File: src/design/stcr_pkg.sv
`default_nettype none
package stcr_pkg;
	localparam int SCREEN_HEIGHT    = 224;
	localparam int NAME_TABLE_WORDS = 32768;
	localparam int PATTERN_ROWS     = 65536;
	localparam int NT_AW            = $clog2(NAME_TABLE_WORDS);
	localparam int PS_AW            = $clog2(PATTERN_ROWS);

	typedef enum logic [1:0] {
		OP_NAME  = 2'd0,
		OP_PAT   = 2'd1,
		OP_DRAW  = 2'd2,
		OP_NONE  = 2'd3
	} op_t;

	typedef enum logic [2:0] {
		REG_PAGE   = 3'd0,
		REG_SX     = 3'd1,
		REG_SY     = 3'd2,
		REG_RSX    = 3'd3,
		REG_CSY    = 3'd4,
		REG_CLAMP  = 3'd5,
		REG_WIDTH  = 3'd6,
		REG_BANKS  = 3'd7
	} reg_t;

	// controller -> datapath
	typedef struct packed {
		logic wr_name;   // write name table from the input item
		logic wr_pat;    // write pattern store from the input item
		logic setup;     // compute placement and name table address
		logic check;     // entry data valid: evaluate draw decision
		logic row_read;  // issue pattern read for current row
		logic row_load;  // load fetched row into the shifter
		logic pix_step;  // advance one pixel
	} ctl_t;

	// datapath -> controller
	typedef struct packed {
		logic visible;   // cell overlaps screen (valid after setup)
		logic draw;      // entry passes priority and code test
		logic row_ok;    // current row is on screen
		logic last_row;  // current row is row 7
		logic last_pix;  // current pixel is pixel 7
		logic more;      // row walk of the current cell still in progress
	} sts_t;
endpackage
`default_nettype wire

File: src/design/stcr_ctrl.sv
`default_nettype none
module stcr_ctrl (
	input  wire            clk,
	input  wire            arst_n,
	input  wire            start,
	input  wire  [1:0]     operation,
	input  stcr_pkg::sts_t sts,
	output stcr_pkg::ctl_t ctl,
	output logic           busy
);
	import stcr_pkg::*;

	typedef enum logic [6:0] {
		S_IDLE  = 7'b0000001,
		S_ENTRY = 7'b0000010,
		S_CHECK = 7'b0000100,
		S_READ  = 7'b0001000,
		S_LOAD  = 7'b0010000,
		S_PIX   = 7'b0100000,
		S_FLUSH = 7'b1000000
	} state_t;

	state_t state_q, state_d;
	logic   take;
	assign take = start && !busy;
	assign busy = (state_q != S_IDLE);

	always_comb begin
		ctl     = '0;
		state_d = state_q;
		unique case (state_q)
			S_IDLE: begin
				if (take) begin
					ctl.wr_name = (op_t'(operation) == OP_NAME);
					ctl.wr_pat  = (op_t'(operation) == OP_PAT);
					if (op_t'(operation) == OP_DRAW) begin
						ctl.setup = 1'b1;
						state_d   = S_ENTRY;
					end
				end
			end
			S_ENTRY: state_d = sts.visible ? S_CHECK : S_IDLE;
			S_CHECK: begin
				ctl.check = 1'b1;
				state_d   = S_READ;
			end
			S_READ: begin
				if (!sts.draw) begin
					state_d = S_IDLE;
				end else begin
					ctl.row_read = 1'b1;
					state_d      = S_LOAD;
				end
			end
			S_LOAD: begin
				ctl.row_load = 1'b1;
				if (sts.row_ok) state_d = S_PIX;
				else state_d = sts.last_row ? S_FLUSH : S_READ;
			end
			S_PIX: begin
				ctl.pix_step = 1'b1;
				if (sts.last_pix) state_d = sts.last_row ? S_FLUSH : S_READ;
			end
			S_FLUSH: state_d = S_IDLE;
			default: state_d = S_IDLE;
		endcase
	end

	always_ff @(posedge clk or negedge arst_n) begin
		if (!arst_n) state_q <= S_IDLE;
		else state_q <= state_d;
	end
endmodule
`default_nettype wire

File: config.mk
export PLATFORM = sky130hd
export DESIGN_NAME = stcr_ctrl
export DESIGN_NICKNAME = d
export VERILOG_FILES = /design/src/design/stcr_pkg.sv /design/src/design/stcr_ctrl.sv
export SDC_FILE = /design/constraint.sdc
export NUM_CORES = 1
export LEC_CHECK = 0
export BUFFER_PORTS_ARGS = -buffer_cell sky130_fd_sc_hd__buf_2
export CAP_MARGIN = 20
export CORE_AREA = 2 2 39 41
export DETAILED_ROUTE_END_ITERATION = 8
export DIE_AREA = 0 0 41 43
export SYNTH_ARGS = -nofsm -noshare
export SYNTH_HDL_FRONTEND = slang
export SYNTH_SLANG_ARGS = --single-unit
File: constraint.sdc
create_clock -name clk -period 5 [get_ports clk]
set_input_delay 0.5 -clock clk [delete_from_list [all_inputs] [get_ports clk]]
set_output_delay 0.5 -clock clk [all_outputs]
set_load 0.05 [all_outputs]
==> key figures, run 1 <==
Floorplanning
  – DIE AREA: 1763 um^2
  – Starting Density: 0.3373
  – I/O pins: 19
  – Die height: 43 um
  – Die span in x: 41 um
  – Core area: 1384 um^2
  – Num rows: 14

Final layout
  – Biggest regs: state_q (7)
  – Share of layout cells above drive strength 1: 0.3662
  – Final #Nets: 83
  – Fill cell count: 150
  – Area growth syn-to-layout: 25.74%
  – Biggest register: state_q
  – Finished Layout Cells: 87
  – Number of flip-flops in the largest register: 7
  – Antenna Cells: 0

Worst setup path
  – CP max stage cell: dfstp_2
  – Data required, critical path: 4.50 ns
  – R2r startpoint: state_q[6]$_DFFE_PN0P_
  – CP Launch Type: register
  – Flop2flop setup slack: 3.37 ns
  – Critical register-to-register path endpoint: state_q[3]$_DFFE_PN0P_
  – Crit-path cells: or4b_4 -> or2_1 -> nor4_1 -> buf_2
  – Crit-path max cell delay: 0.54 ns
  – R2R cell count: 3
  – Crit Path Category: register to output pin
  – Crit path DAT: 2.02 ns
  – CP endpoint kind: output pin
  – Max Fanout on Critical Path: 5

Timing
  – Relative slew slack: 0.8138
  – Fin Hold WS: 0.06807 ns
  – Clock skew: 0.003394 ns
  – Final Hold Vio Count: 0
  – Max Slew Vio Count: 0
  – RSZ-0062 raised after global routing: no
  – Final worst path period need: 2.519 ns
  – Maximum clock rate: 397.0 MHz
  – Setup TNS: 0 ns
  – Final Setup Violations: 0
  – Worst Max-Slew Pin Slew: 0.2785 ns
  – Period utilization: 0.5038

Placement
  – Post-placement cell count: 83
  – Routability cong.: 0.7447
  – Post-DP HPWL: 738.3 um
  – IO buf count: 17

Yosys
  – Mean Syn Cell Area: 9.151 um^2
  – Synth area leaders: dfrtp_1 32%, nor4b_2 6.4%, dfstp_2 5.6%
  – Synth Instances: 51
  – Commonest cells in the netlist: 7 x nor2_1, 6 x dfrtp_1, 4 x inv_1, 4 x nor3_1, 3 x nor3b_1
  – Primary FF master, synth: dfrtp_1
  – Yosys top cell area share: 0.3217
  – Area leader, netlist: dfrtp_1
  – Register area share after synthesis: 0.3780
  – Synth Cell Area: 466.7 um^2
  – Synth async-reset ratio: 1.000
  – Synth cell types: 26
  – Synth warn: 0
  – Mapped Nets: 62
  – Register bit total from synthesis: 7
  – Number of synthesized flops with an enable pin: 0
  – Count leader, synth: nor2_1

Global routing
  – Largest net degree at the start of global routing: 8
  – Vias in the first global route: 398
  – First-pass GRT wire length: 1538 um
  – Antenna violations before repair: 0
  – Congestion Overflow GR: 0
  – Total GRT Usage: 0.1339

Pwr
  – Logic gate share of total power: 0.424
  – Sw frac: 0.3966
  – PwrDens: 359.5 nW/um^2
  – Worst VDD drop: 147.7 uV
  – Reg power frac: 0.332
  – Int Pwr: 0.1273 mW
  – Clk network pwr share: 0.244
  – Total power draw: 0.2109 mW
  – Psw: 0.08366 mW
  – Static Leak: 0.2863 nW

Clock tree
  – Post CTS Setup Buffer Count: 0
  – CTS Hold Bufs: 0
  – Latest clock arrival within the worst-skew pair: 0.25 ns
  – Cts repair resizes: 0
  – Clk buf depth: 2
  – Clk slew on worst S/H paths: 0.05 ns
  – Num CTS Buffers: 3
  – CTS root buffer: clkbuf_4
  – CTS tree: done
  – Htree depth: 1
  – Clock sinks: 7

Detailed routing
  – WL/cell: 10.61 um
  – Drt total wl: 923 um
  – Total number of vias: 438
  – DRC Markers: 0
  – Drt initial violations: 4
  – Vias per cell: 5.034
  – Final ANT Viol Nets: 0
  – First drt pass iteration count: 2

Outcome
  – Status: finished, final reports clean

Worst hold path
  – Min-delay worst type: primary input to asynchronous set/reset pin

Flow run
  – Max-cap violations: 0
through the flow:
stage | setup slack (ns) | util | cell area [um^2]
floorplan | 1.673 | - | 466.7
global placement | 2.757 | 0.4051 | 560.5
detailed placement | 2.738 | 0.4051 | 560.5
CTS | 2.460 | 0.4241 | 586.8
global route | 2.333 | 0.4241 | 586.8
finish | 2.481 | 0.4241 | 586.8
worst max-delay path: cells and delay by family (launching register included):
kind,cells,cell delay (ns)
buf+inv,1,0.30
flops,1,0.54
simple gates,3,0.92
cells in the final DEF, fill, tap and decap left out, types with 3 or more instances in the layout:
cell type / count
buf_2: 17
clkbuf_4: 3
dfrtp_1: 6
inv_1: 4
nor2_1: 7
nor3_1: 4
nor3b_1: 3
kinds of logic after synthesis:
group	synth area share
AND/OR/NAND/NOR	0.4531
AO/OA/AOI/OAI	0.09383
XOR/XNOR	0.01877
buffers and inverters	0.05629
flip-flops	0.3780
power groups by stage:
| stage | logic (mW) | registers, mW | clock network, mW |
|---|---|---|---|
| finish | 0.0895 | 0.0701 | 0.0514 |
| global route | 0.0991 | 0.0711 | 0.0562 |
| CTS | 0.0910 | 0.0698 | 0.0529 |
| detailed placement | 0.0909 | 0.0707 | 0 |
| global placement | 0.0900 | 0.0706 | 0 |
| floorplan | 0.0817 | 0.0694 | 0 |
layout make-up:
type                            count  area (um^2)  share of cell area
Multi-Input combinational cell     39        264.0              0.4499
Tap cell                           16        20.02             0.03412
Inverter                            4        15.01             0.02559
Sequential cell                     7        176.4              0.3006
Timing Repair Buffer               17        85.08              0.1450
Clock buffer                        4        26.28             0.04478
worst max path at each step:
stage | start | to | slack [ns] | cells past startpoint
2_1_floorplan | state_q[0]$_DFFE_PN1P_ | ctl[5] | 1.67 | 4
3_3_place_gp | state_q[0]$_DFFE_PN1P_ | ctl[5] | 2.76 | 4
3_5_place_dp | state_q[0]$_DFFE_PN1P_ | ctl[6] | 2.74 | 4
4_1_cts | state_q[0]$_DFFE_PN1P_ | ctl[6] | 2.46 | 4
5_1_grt | state_q[0]$_DFFE_PN1P_ | ctl[6] | 2.33 | 4
6_report | state_q[0]$_DFFE_PN1P_ | ctl[6] | 2.48 | 4
routing by layer:
layer | vias to the layer above | track usage | part of all wire
met4 | 0 | 0.08000 | 0.023
met2 | 18 | 0.1906 | 0.44
met1 | 196 | 0.1628 | 0.45
met5 | - | 0 | 0
met3 | 2 | 0.05236 | 0.085
li1 | 222 | - | -
(Power assumes the default switching activity.)
==> run 2, diff against run 1 <==
Clock period 5 ns to 2.6 ns, I/O delays scaled along.
==> key figures, run 2 (synthesized netlist as in run 1, its figures left out) <==
Outcome
  – Status: finished, final reports clean

Clock tree
  – Htree depth: 1
  – CTS tree: done
  – Clk buf depth: 2
  – Latest clock arrival within the worst-skew pair: 0.25 ns
  – CTS root buffer: clkbuf_4
  – Clk slew on worst S/H paths: 0.05 ns
  – Cts repair resizes: 0
  – Clock sinks: 7
  – Num CTS Buffers: 3

Timing
  – Period utilization: 0.8765
  – Worst Max-Slew Pin Slew: 0.2785 ns
  – Maximum clock rate: 438.8 MHz
  – Final worst path period need: 2.279 ns
  – Max Slew Vio Count: 0
  – RSZ-0062 raised after global routing: no
  – Final Hold Vio Count: 0
  – Relative slew slack: 0.8138
  – Final Setup Violations: 0
  – Clock skew: 0.003394 ns

Global routing
  – Antenna violations before repair: 0
  – Congestion Overflow GR: 0
  – Largest net degree at the start of global routing: 8
  – First-pass GRT wire length: 1552 um
  – Vias in the first global route: 401
  – Total GRT Usage: 0.1349

Floorplanning
  – I/O pins: 19
  – Die span in x: 41 um
  – DIE AREA: 1763 um^2
  – Starting Density: 0.3373
  – Num rows: 14
  – Core area: 1384 um^2
  – Die height: 43 um

Pwr
  – Int Pwr: 0.2458 mW
  – Psw: 0.1610 mW
  – Reg power frac: 0.331
  – Logic gate share of total power: 0.426
  – Clk network pwr share: 0.243
  – Sw frac: 0.3959
  – Total power draw: 0.4068 mW
  – Static Leak: 0.2905 nW
  – Worst VDD drop: 284.3 uV
  – PwrDens: 681.6 nW/um^2

Detailed routing
  – DRC Markers: 0
  – First drt pass iteration count: 2
  – Drt initial violations: 4
  – Final ANT Viol Nets: 0
  – Total number of vias: 441
  – Vias per cell: 5.011
  – WL/cell: 10.51 um
  – Drt total wl: 925 um

Worst hold path
  – Min-delay worst type: primary input to register

Final layout
  – Final #Nets: 84
  – Fill cell count: 149
  – Commonest non-fill, non-tap cell in the layout: buf_2
  – Biggest regs: state_q (7)
  – Number of flip-flops in the largest register: 7
  – Biggest register: state_q
  – Finished Layout Cells: 88
  – Most frequent cells in the layout: 17 x buf_2, 7 x nor2_1, 6 x dfrtp_1, 4 x inv_1, 4 x nor3_1
  – Antenna Cells: 0
  – Share of layout cells above drive strength 1: 0.3611
  – Area of the multi-input gates: 264.0 um^2
  – Area growth syn-to-layout: 27.88%
  – Register area: 176.4 um^2

Flow run
  – Max-cap violations: 0

Worst setup path
  – Max Fanout on Critical Path: 5
  – Crit Path Category: register to output pin
  – CP Launch Type: register
  – Crit path DAT: 2.02 ns
  – Crit-path max cell delay: 0.54 ns
  – Data required, critical path: 2.34 ns
  – CP max stage cell: dfstp_2
  – CP endpoint kind: output pin
  – Crit-path cells: or4b_4 -> or2_1 -> nor4_1 -> buf_2

Placement
  – Post-DP HPWL: 738.3 um
  – Post-placement cell count: 83
  – IO buf count: 17
  – Routability cong.: 0.7447
[run 2: cell count changes in the layout (fill, tap and decap cells not counted)]
cell	change
dlygate4sd3_1	+1
[run 2: repair_timing]
action | in CTS | in global routing
buffers inserted | 0 | 0
endpoints found under the hold margin | 6 | 0
hold buffers | 1 | 0
[run 2: cell type report]
| type | count | share of cell area |
|---|---|---|
| Clock buffer | 4 | 0.04403 |
| Inverter | 4 | 0.02516 |
| Multi-Input combinational cell | 39 | 0.4423 |
| Sequential cell | 7 | 0.2956 |
| Tap cell | 16 | 0.03354 |
| Timing Repair Buffer | 18 | 0.1593 |
[run 2: path summary, 6_finish.rpt]
path | from | to | slack, ns | depth (start not counted)
worst max register to register | state_q[6]$_DFFE_PN0P_ | state_q[3]$_DFFE_PN0P_ | 0.98 | 3
worst max-delay path | state_q[0]$_DFFE_PN1P_ | ctl[6] | 0.32 | 4
worst min register to register | state_q[2]$_DFFE_PN0P_ | state_q[4]$_DFFE_PN0P_ | 0.66 | 2
min in group asynchronous | arst_n | state_q[3]$_DFFE_PN0P_ | 0.36 | 2
worst min-delay path | sts[4] | state_q[4]$_DFFE_PN0P_ | 0.23 | 2
max in group asynchronous | arst_n | state_q[0]$_DFFE_PN1P_ | 2.00 | 2
[run 2: metrics by stage]
step	hold slack [ns]	util	TNS (ns)	setup slack [ns]	area [um^2]
6_report	0.2325	0.4313	0	0.3210	596.8
5_1_grt	0.2449	0.4313	0	0.1733	596.8
4_1_cts	0.2337	0.4313	0	0.2999	596.8
3_5_place_dp	0.1011	0.4051	0	0.5784	560.5
3_3_place_gp	0.1038	0.4051	0	0.5979	560.5
2_1_floorplan	-0.03559	-	-0.9744	-0.4872	466.7
[run 2: power groups by stage]
stage,Combinational (mW),Clock [mW],Sequential (mW)
floorplan,0.157,0,0.133
global placement,0.173,0,0.136
detailed placement,0.175,0,0.136
CTS,0.176,0.102,0.134
global route,0.192,0.108,0.137
finish,0.173,0.0988,0.135
[run 2: metal layers]
metal  share of wire  track usage  up-vias  wire length, um
met5               0            0        -                0
met1            0.45       0.1661      196              419
li1                -            -      225                -
met2            0.44       0.1906       18              406
met4           0.023      0.08000        0               21
met3           0.084      0.05236        2               78
[run 2: worst max-delay path, delay by kind of cell (launching register included)]
family,cells,cell delay [ns]
simple gates,3,0.92
buf+inv,1,0.30
flops,1,0.54
==> run 3, diff against run 2 <==
Settings changed: PLACE_DENSITY set to 0.7.
==> key figures, run 3 (synthesized netlist as in run 1, its figures left out) <==
Timing
  – Fin Hold WS: 0.2243 ns
  – Setup TNS: 0 ns
  – Final worst path period need: 2.277 ns
  – Max Slew Vio Count: 0
  – Period utilization: 0.8757
  – Relative slew slack: 0.7951
  – Maximum clock rate: 439.2 MHz
  – Clock skew: 0.003569 ns
  – Worst Max-Slew Pin Slew: 0.3066 ns
  – Final Setup Violations: 0
  – Final Hold Vio Count: 0
  – RSZ-0062 raised after global routing: no

Floorplanning
  – Die span in x: 41 um
  – Core area: 1384 um^2
  – Num rows: 14
  – DIE AREA: 1763 um^2
  – I/O pins: 19
  – Starting Density: 0.3373
  – Die height: 43 um

Pwr
  – Worst VDD drop: 316.0 uV
  – Total power draw: 0.4133 mW
  – PwrDens: 692.4 nW/um^2
  – Static Leak: 0.2905 nW

Final layout
  – Commonest non-fill, non-tap cell in the layout: buf_2
  – Fill cell count: 152
  – Number of flip-flops in the largest register: 7
  – Register area: 176.4 um^2
  – Area of the multi-input gates: 264.0 um^2
  – Final #Nets: 84
  – Area growth syn-to-layout: 27.88%
  – Most frequent cells in the layout: 17 x buf_2, 7 x nor2_1, 6 x dfrtp_1, 4 x inv_1, 4 x nor3_1
  – Antenna Cells: 0
  – Share of layout cells above drive strength 1: 0.3611
  – Biggest register: state_q
  – Biggest regs: state_q (7)

Global routing
  – Largest net degree at the start of global routing: 8
  – Total GRT Usage: 0.1496
  – Vias in the first global route: 419
  – First-pass GRT wire length: 1725 um
  – Congestion Overflow GR: 0
  – Antenna violations before repair: 0

Detailed routing
  – Vias per cell: 5.102
  – Drt total wl: 1033 um
  – Drt initial violations: 5
  – First drt pass iteration count: 4
  – DRC Markers: 0
  – Total number of vias: 449
  – Final ANT Viol Nets: 0
  – WL/cell: 11.74 um

Clock tree
  – CTS tree: done
  – Clock sinks: 7
  – Num CTS Buffers: 3
  – Latest clock arrival within the worst-skew pair: 0.26 ns
  – Post CTS Setup Buffer Count: 0
  – Clk slew on worst S/H paths: 0.06 ns
  – Clk buf depth: 2
  – Htree depth: 1
  – CTS root buffer: clkbuf_4

Worst setup path
  – CP Launch Type: register
  – Data required, critical path: 2.34 ns
  – Crit Path Category: register to output pin
  – Crit path DAT: 2.02 ns
  – CP endpoint kind: output pin
  – Max Fanout on Critical Path: 5

Placement
  – Routability cong.: 0.7595
  – IO buf count: 17
  – Post-DP HPWL: 806.4 um

Worst hold path
  – Min-delay worst type: primary input to register

Outcome
  – Status: finished, final reports clean

Flow run
  – Max-cap violations: 0
-- run 3: cell type report --
type | instances | area share
timing repair buffer | 18 | 0.1593
inverter | 4 | 0.02516
multi-input combinational | 39 | 0.4423
sequential | 7 | 0.2956
tap | 16 | 0.03354
clock buffer | 4 | 0.04403
-- run 3: metrics by stage --
stage	utilization	std cells	instance area (um^2)	setup WS, ns
finish	0.4313	88	596.8	0.3232
global route	0.4313	88	596.8	0.1725
CTS	0.4313	88	596.8	0.2970
detailed placement	0.4051	83	560.5	0.5939
global placement	0.4051	83	560.5	0.6111
floorplan	-	51	466.7	-0.4872
-- run 3: worst max-delay path, stage by stage, from the launching register on --
cell and delay, ns:
dfstp_2 0.55, or4b_4 0.47, or2_1 0.28, nor4_1 0.16, buf_2 0.30
-- run 3: routing by layer --
metal	global-route usage	vias to the layer above	wire, um
met5	0	-	0
met4	0.06000	0	0
met3	0.07853	0	97
met2	0.2250	20	491
met1	0.1711	202	444
li1	-	227	-
-- run 3: timing repair --
| action | CTS | global route |
|---|---|---|
| endpoints found under the hold margin | 6 | 0 |
| gates resized for setup | 0 | 0 |
| hold buffers | 1 | 0 |
-- run 3: final timing paths --
kind,end,slack [ns],start,cells past startpoint
worst max-delay path,ctl[5],0.32,state_q[0]$_DFFE_PN1P_,4
min in group asynchronous,state_q[1]$_DFFE_PN0P_,0.36,arst_n,2
max in group asynchronous,state_q[0]$_DFFE_PN1P_,2.01,arst_n,2
worst min register to register,state_q[0]$_DFFE_PN1P_,0.66,state_q[6]$_DFFE_PN0P_,2
worst min-delay path,state_q[2]$_DFFE_PN0P_,0.22,sts[5],3
worst max register to register,state_q[3]$_DFFE_PN0P_,0.97,state_q[6]$_DFFE_PN0P_,3
-- run 3: power breakdown --
part,internal (mW),total [mW],switching (mW)
Combinational,0.0620,0.176,0.114
Sequential,0.125,0.135,0.00951
Clock,0.0588,0.102,0.0434
